**src/kfli_pkg.sv**
```systemverilog
// shared constants, types and saturation helpers for the keyframe interpolator
`timescale 1ns / 1ps
package kfli_pkg;

  localparam int VALUE_WIDTH = 24;
  localparam int MAX_KEYS    = 32;
  localparam int CHANNELS    = 3;
  localparam int FRAC_BITS   = 8;
  localparam int STEP_W      = 10;
  localparam int KEY_AW      = $clog2(MAX_KEYS);
  localparam int CNT_W       = $clog2(MAX_KEYS + 1);
  localparam int KEY_W       = CHANNELS * VALUE_WIDTH;
  localparam int CMD_W       = 3;
  localparam int CH_W        = 2;

  localparam logic [STEP_W-1:0] STEPS_RESET = STEP_W'(90);

  localparam logic [CMD_W-1:0] CMD_TICK   = 3'd0;
  localparam logic [CMD_W-1:0] CMD_RECORD = 3'd1;
  localparam logic [CMD_W-1:0] CMD_PLAY   = 3'd2;
  localparam logic [CMD_W-1:0] CMD_UP     = 3'd3;
  localparam logic [CMD_W-1:0] CMD_DOWN   = 3'd4;

  typedef logic signed [VALUE_WIDTH-1:0] value_t;
  typedef logic signed [VALUE_WIDTH:0]   wide_t;

  localparam value_t VALUE_ONE = value_t'(1 << FRAC_BITS);
  localparam value_t VALUE_MAX = {1'b0, {(VALUE_WIDTH-1){1'b1}}};
  localparam value_t VALUE_MIN = {1'b1, {(VALUE_WIDTH-1){1'b0}}};

  // clamp a one-bit-wider value into the value range
  function automatic value_t sat_trim(input wide_t v);
    value_t r;
    if (v[VALUE_WIDTH] != v[VALUE_WIDTH-1]) begin
      r = v[VALUE_WIDTH] ? VALUE_MIN : VALUE_MAX;
    end else begin
      r = v[VALUE_WIDTH-1:0];
    end
    return r;
  endfunction

  function automatic value_t sat_add(input value_t a, input value_t b);
    wide_t s;
    s = {a[VALUE_WIDTH-1], a} + {b[VALUE_WIDTH-1], b};
    return sat_trim(s);
  endfunction

endpackage

```
**src/keyframe_linear_interpolator_core.sv**
```systemverilog
// top level of the three-channel keyframe player
`timescale 1ns / 1ps
// Commands are taken when start is high and busy is low; each command returns one word on
// the output ports, flagged by done for a single cycle, in the cycle after acceptance for
// tick, record, nudge and stop commands. A play start, and a tick that moves on to a new
// segment, read two keys from the key memory and run three bit-serial dividers in parallel,
// one quotient bit per cycle, passing through S_RD_A, S_RD_B, S_RD_C and S_DIV before done.
// The receiver cannot stall; results are shown once and must be taken then.
module keyframe_linear_interpolator_core (
  input  logic                         clk,
  input  logic                         rst,
  input  logic                         start,
  output logic                         busy,
  input  logic [kfli_pkg::CMD_W-1:0]   cmd,
  input  logic [kfli_pkg::CH_W-1:0]    channel,
  input  logic                         cfg_write,
  input  logic [kfli_pkg::STEP_W-1:0]  cfg_data,
  output logic                         done,
  output kfli_pkg::value_t             value_a,
  output kfli_pkg::value_t             value_b,
  output kfli_pkg::value_t             value_c,
  output logic                         playing,
  output logic [kfli_pkg::KEY_AW-1:0]  segment,
  output logic [kfli_pkg::CNT_W-1:0]   keys_stored,
  output logic                         refused
);
  import kfli_pkg::*;

  typedef enum logic [4:0] {
    S_IDLE = 5'b00001,
    S_RD_A = 5'b00010,
    S_RD_B = 5'b00100,
    S_RD_C = 5'b01000,
    S_DIV  = 5'b10000
  } state_t;

  state_t            state;
  value_t            live     [CHANNELS];
  value_t            inc      [CHANNELS];
  value_t            key_a    [CHANNELS];
  value_t            quot     [CHANNELS];
  wide_t             diff     [CHANNELS];
  logic              div_done [CHANNELS];
  logic [CNT_W-1:0]  key_count;
  logic [KEY_AW-1:0] seg;
  logic [STEP_W-1:0] step_cnt;
  logic [STEP_W-1:0] steps;
  logic [STEP_W-1:0] eff_steps;
  logic              play;
  logic              load_live;
  logic [KEY_AW-1:0] key_idx;

  logic              accept;
  logic              ram_we;
  logic [KEY_AW-1:0] raddr;
  logic [KEY_W-1:0]  rdata;
  logic [CNT_W-1:0]  seg_inc;
  logic              seg_end;
  logic              div_load;

  assign accept    = start && (state == S_IDLE);
  assign busy      = state != S_IDLE;
  assign eff_steps = (steps == '0) ? STEP_W'(1) : steps;
  assign ram_we    = accept && (cmd == CMD_RECORD) && (key_count < CNT_W'(MAX_KEYS));
  assign raddr     = (state == S_RD_A) ? key_idx : key_idx + KEY_AW'(1);
  assign seg_inc   = CNT_W'(seg) + CNT_W'(1);
  assign seg_end   = ({1'b0, seg_inc} + (CNT_W+1)'(2)) > {1'b0, key_count};
  assign div_load  = state == S_RD_C;

  kfli_ram #(
    .WIDTH(KEY_W),
    .DEPTH(MAX_KEYS)
  ) u_keys (
    .clk  (clk),
    .we   (ram_we),
    .waddr(key_count[KEY_AW-1:0]),
    .wdata({live[2], live[1], live[0]}),
    .raddr(raddr),
    .rdata(rdata)
  );

  for (genvar c = 0; c < CHANNELS; c++) begin : g_ch
    value_t key_b;
    assign key_b   = rdata[c*VALUE_WIDTH +: VALUE_WIDTH];
    assign diff[c] = {key_b[VALUE_WIDTH-1], key_b} - {key_a[c][VALUE_WIDTH-1], key_a[c]};

    kfli_div u_div (
      .clk     (clk),
      .rst     (rst),
      .load    (div_load),
      .dividend(diff[c]),
      .divisor (eff_steps),
      .done    (div_done[c]),
      .quotient(quot[c])
    );
  end

  always_ff @(posedge clk) begin
    if (rst) begin
      steps <= STEPS_RESET;
    end else if (cfg_write) begin
      steps <= cfg_data;
    end
  end

  always_ff @(posedge clk) begin
    if (rst) begin
      state     <= S_IDLE;
      done      <= 1'b0;
      refused   <= 1'b0;
      play      <= 1'b0;
      key_count <= '0;
      seg       <= '0;
      step_cnt  <= '0;
      load_live <= 1'b0;
      key_idx   <= '0;
      for (int c = 0; c < CHANNELS; c++) begin
        live[c] <= '0;
        inc[c]  <= '0;
      end
    end else begin
      done <= 1'b0;
      case (state)
        S_IDLE: begin
          if (accept) begin
            refused <= 1'b0;
            done    <= 1'b1;
            case (cmd)
              CMD_TICK: begin
                if (play) begin
                  if (step_cnt >= eff_steps) begin
                    if (seg_end) begin
                      seg  <= '0;
                      play <= 1'b0;
                    end else begin
                      seg       <= seg_inc[KEY_AW-1:0];
                      step_cnt  <= '0;
                      key_idx   <= seg_inc[KEY_AW-1:0];
                      load_live <= 1'b0;
                      done      <= 1'b0;
                      state     <= S_RD_A;
                    end
                  end else begin
                    for (int c = 0; c < CHANNELS; c++) begin
                      live[c] <= sat_add(live[c], inc[c]);
                    end
                    step_cnt <= step_cnt + STEP_W'(1);
                  end
                end
              end
              CMD_RECORD: begin
                if (key_count < CNT_W'(MAX_KEYS)) begin
                  key_count <= key_count + CNT_W'(1);
                end else begin
                  refused <= 1'b1;
                end
              end
              CMD_PLAY: begin
                if (!play && key_count >= CNT_W'(2)) begin
                  seg       <= '0;
                  step_cnt  <= '0;
                  play      <= 1'b1;
                  key_idx   <= '0;
                  load_live <= 1'b1;
                  done      <= 1'b0;
                  state     <= S_RD_A;
                end else begin
                  refused <= !play;
                  play    <= 1'b0;
                end
              end
              CMD_UP: begin
                for (int c = 0; c < CHANNELS; c++) begin
                  if (channel == CH_W'(c)) begin
                    live[c] <= sat_add(live[c], VALUE_ONE);
                  end
                end
              end
              CMD_DOWN: begin
                for (int c = 0; c < CHANNELS; c++) begin
                  if (channel == CH_W'(c)) begin
                    live[c] <= sat_add(live[c], -VALUE_ONE);
                  end
                end
              end
              default: begin
              end
            endcase
          end
        end
        S_RD_A: begin
          state <= S_RD_B;
        end
        S_RD_B: begin
          for (int c = 0; c < CHANNELS; c++) begin
            key_a[c] <= rdata[c*VALUE_WIDTH +: VALUE_WIDTH];
            if (load_live) begin
              live[c] <= rdata[c*VALUE_WIDTH +: VALUE_WIDTH];
            end
          end
          state <= S_RD_C;
        end
        S_RD_C: begin
          state <= S_DIV;
        end
        S_DIV: begin
          if (div_done[0]) begin
            for (int c = 0; c < CHANNELS; c++) begin
              inc[c] <= quot[c];
            end
            done  <= 1'b1;
            state <= S_IDLE;
          end
        end
        default: begin
          state <= S_IDLE;
        end
      endcase
    end
  end

  assign value_a     = live[0];
  assign value_b     = live[1];
  assign value_c     = live[2];
  assign playing     = play;
  assign segment     = seg;
  assign keys_stored = key_count;

endmodule

```
**src/kfli_ram.sv**
```systemverilog
// generic simple dual-port ram with registered read
`timescale 1ns / 1ps
module kfli_ram #(
  parameter int WIDTH = 8,
  parameter int DEPTH = 16
) (
  input  logic                     clk,
  input  logic                     we,
  input  logic [$clog2(DEPTH)-1:0] waddr,
  input  logic [WIDTH-1:0]         wdata,
  input  logic [$clog2(DEPTH)-1:0] raddr,
  output logic [WIDTH-1:0]         rdata
);

  logic [WIDTH-1:0] mem [DEPTH];

  always_ff @(posedge clk) begin
    if (we) begin
      mem[waddr] <= wdata;
    end
    rdata <= mem[raddr];
  end

endmodule

```
**src/kfli_div.sv**
```systemverilog
// bit-serial signed divider by the step count, result saturated to the value range
`timescale 1ns / 1ps
module kfli_div (
  input  logic                       clk,
  input  logic                       rst,
  input  logic                       load,
  input  kfli_pkg::wide_t            dividend,
  input  logic [kfli_pkg::STEP_W-1:0] divisor,
  output logic                       done,
  output kfli_pkg::value_t           quotient
);
  import kfli_pkg::*;

  localparam int CW = $clog2(VALUE_WIDTH + 1);

  logic                   active;
  logic [CW-1:0]          cnt;
  logic                   neg;
  logic [VALUE_WIDTH-1:0] mag;
  logic [STEP_W-1:0]      rem;
  logic [STEP_W-1:0]      dsr;
  logic [STEP_W:0]        shifted;
  logic                   fits;
  wide_t                  abs_in;
  wide_t                  q_signed;

  assign abs_in   = dividend[VALUE_WIDTH] ? -dividend : dividend;
  assign shifted  = {rem, mag[VALUE_WIDTH-1]};
  assign fits     = shifted >= {1'b0, dsr};
  assign q_signed = neg ? -{1'b0, mag} : {1'b0, mag};
  assign quotient = sat_trim(q_signed);

  always_ff @(posedge clk) begin
    if (rst) begin
      active <= 1'b0;
      done   <= 1'b0;
      cnt    <= '0;
    end else begin
      done <= 1'b0;
      if (load) begin
        active <= 1'b1;
        cnt    <= CW'(VALUE_WIDTH);
      end else if (active) begin
        cnt <= cnt - CW'(1);
        if (cnt == CW'(1)) begin
          active <= 1'b0;
          done   <= 1'b1;
        end
      end
    end
  end

  always_ff @(posedge clk) begin
    if (load) begin
      neg <= dividend[VALUE_WIDTH];
      mag <= abs_in[VALUE_WIDTH-1:0];
      rem <= '0;
      dsr <= divisor;
    end else if (active) begin
      if (fits) begin
        rem <= STEP_W'(shifted - {1'b0, dsr});
        mag <= {mag[VALUE_WIDTH-2:0], 1'b1};
      end else begin
        rem <= shifted[STEP_W-1:0];
        mag <= {mag[VALUE_WIDTH-2:0], 1'b0};
      end
    end
  end

endmodule
```
**config.mk**
```make
export PLATFORM = sky130hd
export DESIGN_NAME = keyframe_linear_interpolator_core
export DESIGN_NICKNAME = d
export VERILOG_FILES = /design/src/kfli_pkg.sv /design/src/keyframe_linear_interpolator_core.sv /design/src/kfli_ram.sv /design/src/kfli_div.sv
export SDC_FILE = /design/constraint.sdc
export NUM_CORES = 2
export LEC_CHECK = 0
export BUFFER_PORTS_ARGS = -buffer_cell sky130_fd_sc_hd__buf_4
export CELL_PAD_IN_SITES_DETAIL_PLACEMENT = 1
export CELL_PAD_IN_SITES_GLOBAL_PLACEMENT = 1
export CORE_AREA = 2 2 491 493
export DETAILED_ROUTE_END_ITERATION = 6
export DIE_AREA = 0 0 493 495
export PLACE_DENSITY = 0.8
export SLEW_MARGIN = 20
export SYNTH_ARGS = -nofsm -noshare
export SYNTH_HDL_FRONTEND = slang
export SYNTH_SLANG_ARGS = --single-unit
```
**constraint.sdc**
```tcl
create_clock -name clk -period 14.1 [get_ports clk]
set_input_delay 1.41 -clock clk [delete_from_list [all_inputs] [get_ports clk]]
set_output_delay 1.41 -clock clk [all_outputs]
set_load 0.1 [all_outputs]
```
# Word-level counts from Yosys, hierarchy flattened
# Memories as Yosys holds them, arrays and structs flattened. A register that Yosys moved wholly into a read port is not among the register bits.
# Cells that the tools add are included.
dict set report word_totals {
  in_bits 19
  reg_bits 179
  output_inout_bits 87
  n_memories 4
  ram_bits 2520
}
# memory words width rd rd_ports_with_merged_regs write_ports line
set mem_list {}
lappend mem_list {u_keys.mem 32 72 1 1 1 kfli_ram.sv:15} ;# logic [WIDTH-1:0] mem [DEPTH];
lappend mem_list {inc 3 24 3 0 3 keyframe_linear_interpolator_core.sv:39} ;# value_t inc [CHANNELS];
lappend mem_list {key_a 3 24 3 0 3 keyframe_linear_interpolator_core.sv:40} ;# value_t key_a [CHANNELS];
lappend mem_list {live 3 24 3 0 3 keyframe_linear_interpolator_core.sv:38} ;# value_t live [CHANNELS];
dict set report classes {
  bitwise 16
  n_eq_ne 39
  reduce_logical 21
  muxes 220
  magnitude_cmp 7
  n_addsub 29
}
# op count
set ops {}
lappend ops {{$mux W24} 96}
lappend ops {{$mux W5} 20}
lappend ops {{$mux W1} 83}
lappend ops {{$mux W10} 8}
lappend ops {{$add A24 B10 Y25 const B} 3}
lappend ops {{$add A24 B24 Y25} 3}
lappend ops {{$add A24 B9 Y25 const B} 3}
lappend ops {{$mux W25} 3}
lappend ops {{$neg A24 Y25} 3}
lappend ops {{$sub A24 B24 Y25} 3}
lappend ops {{$neg A24 Y24} 3}
lappend ops {{$ge A11 B10 Y1} 3}
lappend ops {{$pmux W5 S2} 3}
lappend ops {{$sub A10 B10 Y10} 3}
lappend ops {{$pmux W5 S5} 1}
lappend ops {{$eq A5 B1 Y1 const B} 4}
lappend ops {{$pmux W10 S2} 1}
lappend ops {{$ne A3 B3 Y1 const B} 5}
lappend ops {{$or A1 B1 Y1} 15}
lappend ops {{$sub A5 B1 Y5 const B} 3}
lappend ops {{$reduce_and A7 Y1} 2}
lappend ops {{$ne A1 B1 Y1} 12}
lappend ops {{$reduce_and A6 Y1} 2}
lappend ops {{$add A10 B1 Y10 const B} 1}
lappend ops {{other kinds (34)} 49}

# Depth between registers and ports, before layout
dict set report depth {
  word_depth 14
  ltp_mapped 18
  depth_no_buf 16
}

# Cells and area by module
# From an unflattened synthesis, not the netlist that was laid out.
dict set report hier_totals {
  cells_unflattened 7067
  hier_area_um2 121049.8
}
# module cells_per_inst seq_area_each_um2 area_each_um2 instances
set modules_own_cells {}
lappend modules_own_cells {kfli_ram 3483 70627.7 88885.2 1}
lappend modules_own_cells {keyframe_linear_interpolator_core 2255 7387.1 20444.6 1}
lappend modules_own_cells {{kfli_div (g_ch[1].u_div)} 508 1391.3 4295.4 1}
lappend modules_own_cells {{kfli_div (g_ch[0].u_div)} 408 1391.3 3714.8 1}
lappend modules_own_cells {{kfli_div (g_ch[2].u_div)} 413 1391.3 3709.8 1}

# Worst setup path after synthesis
# No wires, ideal clock.
dict set report synth_timing {
  path_type {in2reg}
  from {in start}
  to {mem u_keys.mem[19][0] (netlist bit), enable pin}
  path_stages 4
  slack_ps 7730
  arrival_ps 5867
  setup_ps 503
  t_required_ps 13597
  cell_sequence {nand4b_1 > nor4_1 > nand2_1 > nor2_1}
}
dict set report synth_via {
  elab_chain_cells 5
}
# element line
set synth_lines {}
lappend synth_lines {{from (decl)} keyframe_linear_interpolator_core.sv:12} ;# input logic start,
lappend synth_lines {{$logic_and A1 B1 Y1} keyframe_linear_interpolator_core.sv:61} ;# assign accept = start && (state == S_IDLE);
lappend synth_lines {{$logic_and A1 B1 Y1 (2 in a row)} keyframe_linear_interpolator_core.sv:64} ;# assign ram_we = accept && (cmd == CMD_RECORD) && (key_count < CNT_W'(MAX_KEYS));
lappend synth_lines {{$mux W1} kfli_ram.sv:18} ;# if (we) begin
lappend synth_lines {{$mux W1 (not written as such)} kfli_ram.sv:19} ;# mem[waddr] <= wdata;
lappend synth_lines {{to (decl)} kfli_ram.sv:15}
# Every way passes these cells.

==> impl_summary.txt <==
----------------------------------------------------
[Timing]
  Max-slew violation count ... 0
  Maximum clock skew at final layout ... 0.0898 ns
  WHS ... 0.438 ns
  Headroom to the max-slew limit ... 18.7%
  Count of endpoints failing hold in the final timing report ... 0
  Setup repair after global routing missed its margin ... false
  Tmin final ... 6.58 ns
  Period utilisation layout ... 46.7%
  Highest clock frequency the design can meet ... 0.152 GHz
  Worst Tran Pin Value ... 1.22 ns
  Number of setup violations in the final report ... 0
  TNS Setup ... 0 ns

[Drt]
  WL/cell ... 32.8 µm
  Via-per-instance ratio ... 6.55
  DR DRC count ... 22
  Drt initial violations ... 9148
  Routed wire length ... 360000 µm
  Post-detailed-route count of antenna-violating nets ... 0
  Total number of vias ... 71.8k
  DR pass1 iterations ... 7

[Yosys]
  Total of warnings raised by yosys ... 0
  Post-synthesis instance total ... 7289
  Share of synthesized flip-flops with an asynchronous set or reset ... 0%
  Synthesized flop and latch total ... 2771
  Synthesized area per cell ... 16.3 µm²
  Synth cell types ... 98
  Syn Nets ... 7551
  Netlist area before placement ... 0.119 mm²
  Sequential fraction of the synthesis area ... 68.5%
  Most used flip-flop cell after synthesis ... edfxtp_1
  Number of enable-type register cells in the synthesized netlist ... 2605

[Floorplan]
  Number of top-level design ports ... 106
  Core region area ... 0.239 mm²
  Row count ... 180
  Width of the chip ... 493 µm
  Die Span Y ... 495 µm
  Die Outline Area ... 0.244 mm²
  Initial cell density of the core ... 49.8%

[Finish]
  Highest-count cells in the layout ignoring fill and taps ... edfxtp_1, nand2_1, mux4_2
  Number of nets at the end of the flow ... 7801
  Fraction of final layout cells with drive strength greater than 1 ... 18.8%
  Sequential cell area in the final layout ... 0.0815 mm²
  Area taken by multi-input logic gates ... 0.0358 mm²
  Filler cell count ... 21.8k
  Most frequent standard cell in the layout excluding fill and tap cells ... edfxtp_1
  Layout overhead on the synthesized area ... 12.5%

[Place]
  Port-buffer cells ... 105
  Placed wire-length estimate ... 208000 µm
  Gpl congestion ... 0.882

[CTS]
  TritonCTS Sinks ... 2771
  Clock root buffer ... clkbuf_16
  Max Root-Sink Buffers ... 4
  Gates resized, CTS repair ... 0
  Cts hold-fix bufs ... 0
  TritonCTS clock tree ... built
  Clock slew seen by the registers of the worst setup and hold paths ... 0.07 ns
  Number of buffers created by CTS ... 297
  H-tree depth reported by CTS ... 5
  Post-CTS setup buffer count ... 0
  Clock latency reported for the late side of the worst-skew pair ... 0.99 ns

[Run status]
  Failing checks ... DRC
  Result of the run ... complete, but fails checks

[GRT]
  GRT Residual Overflow ... 0
  GR Util All Layers ... 29.4%
  Maximum number of pins on one net before global-route repair ... 161
  Vias in the first global route ... 74.6k
  Number of antenna violations at the first check in global routing ... 14
  Global-route wire length before repair ... 523000 µm

[Setup path]
  Critical Path RT ... 14.79 ns
  Worst setup path startpoint ... live[0][2]
  Crit Path Max Fanout ... 34
  R2r startpoint ... live[0][2]
  Setup CP Type ... reg -> reg
  Arrival time reported for the critical path endpoint ... 7.27 ns
  Critical Path Sink Type ... flop
  Critical Path Start Type ... flop

[Worst hold path]
  Worst Hold Launch ... steps[4]
  Path type of the worst min-delay path ... reg -> reg

[Power and ir drop]
  Total power density per cell area ... 131 mW/mm²
  Maximum vdd ir drop ... 0.106 mV
  Leakage component of the power ... 46.0 nW

[Run]
  Max-cap check violation count ... 0

----------------------------------------------------
-- power by group --
| group | switching [mW] | internal, mW | total [mW] |
|---|---|---|---|
| registers | 0.0414 | 9.04 | 9.08 |
| logic | 0.505 | 0.178 | 0.684 |
| clock network | 3.25 | 4.50 | 7.75 |
| total | 3.80 | 13.7 | 17.5 |
-- path summary, 6_finish.rpt --
kind | endpoint | depth (start not counted) | slack [ns]
min reg2reg | g_ch[0].u_div.dsr[4] | 0 | 0.44
min | g_ch[0].u_div.dsr[4] | 0 | 0.44
max | live[0][10] | 16 | 7.52
max reg2reg | live[0][10] | 16 | 7.52
-- through the flow --
step	worst slack, ns	power, mW	instance area (µm²)	utilization (%)	instances
final	7.52	17.5	134000	56.0	11000
after global routing	7.18	17.9	134000	56.0	10900
after CTS	7.66	17.6	134000	55.9	10900
after detailed placement	7.75	9.91	124000	52.0	10400
after global placement	8.07	9.88	124000	52.0	10400
after floorplan	7.73	9.68	119000	-	7289
-- layout make-up --
type / count / share of cell area, %
flip-flops and latches: 2771 / 60.9
clock buffers: 392 / 6.03
multi-input cells: 3970 / 26.8
inverters: 214 / 0.600
diodes: 10 / 0.0187
well taps: 3185 / 2.98
clock inverters: 130 / 0.987
repair buffers: 285 / 1.74
-- critical path: stages, from the launching register on --
cell	delay, ns
edfxtp_1	1.02
ha_1	0.43
o21ai_0	0.25
nor2_1	0.15
o221ai_1	0.29
o2bb2ai_1	0.29
o21ai_0	0.22
o41ai_1	0.69
nor3_1	0.15
or3_1	0.46
a21o_1	0.21
a21oi_1	0.24
xnor2_1	0.10
ha_1	0.57
a21o_1	0.76
a21oi_1	0.15
o32a_1	0.34
-- sequential cells by signal, indices dropped and copies added (netlist names), 5 cells and up --
name            count
g_ch.u_div.cnt     15
g_ch.u_div.dsr     10
g_ch.u_div.mag     72
g_ch.u_div.rem     30
inc                72
key_a              72
key_idx             5
keys_stored         6
live               72
segment             5
state               5
step_cnt           10
steps              10
u_keys.mem       2304
u_keys.rdata       72
-- metal layers --
metal | GRT usage [%] | vias to the layer above | routed length (µm)
met1 | 38.5 | 37200 | 133000
met2 | 46.8 | 4495 | 171000
met3 | 6.46 | 911 | 36500
li1 | - | 29200 | -
met4 | 14.4 | 4 | 19300
met5 | 0 | - | 27
-- kinds of logic after synthesis --
| family | count (synthesis) | synth area share, % |
|---|---|---|
| flip-flops | 2771 | 68.5 |
| buffers and inverters | 548 | 1.78 |
| XOR/XNOR | 309 | 2.27 |
| multiplexers | 683 | 12.7 |
| adder cells (fa/ha/maj) | 243 | 2.61 |
| AO/OA/AOI/OAI | 1106 | 5.93 |
| AND/OR/NAND/NOR | 1629 | 6.18 |
-- synthesized netlist by cell type (all sizes together) (12+ instances only) --
cell	number	area, µm²
nor2	342	1280
a211oi	38	295
nand2	697	2620
o31a	13	114
o21ai	388	1950
nand4	33	206
a31oi	30	215
o22ai	16	100
and2	23	144
a21oi	268	1350
o31ai	39	312
nor2b	30	188
nor4	18	125
xor2	149	1310
edfxtp	2605	78200
o21bai	22	165
buf	93	414
o21a	55	413
a21o	51	383
nand2b	40	250
xnor2	160	1400
dfxtp	166	3320
o32a	14	140
clkbuf	241	905
o211ai	15	118
a221o	19	190
nor3	83	420
ha	234	2930
mux2i	14	140
or3	37	233
nand3	216	1080
inv	211	792
mux4	664	15000
o221ai	20	181
or4	17	128
a21boi	12	90.1
o41ai	19	181
nor3b	12	90.1
or2	12	75.1
and3	37	231
(Power assumes the default switching activity.)
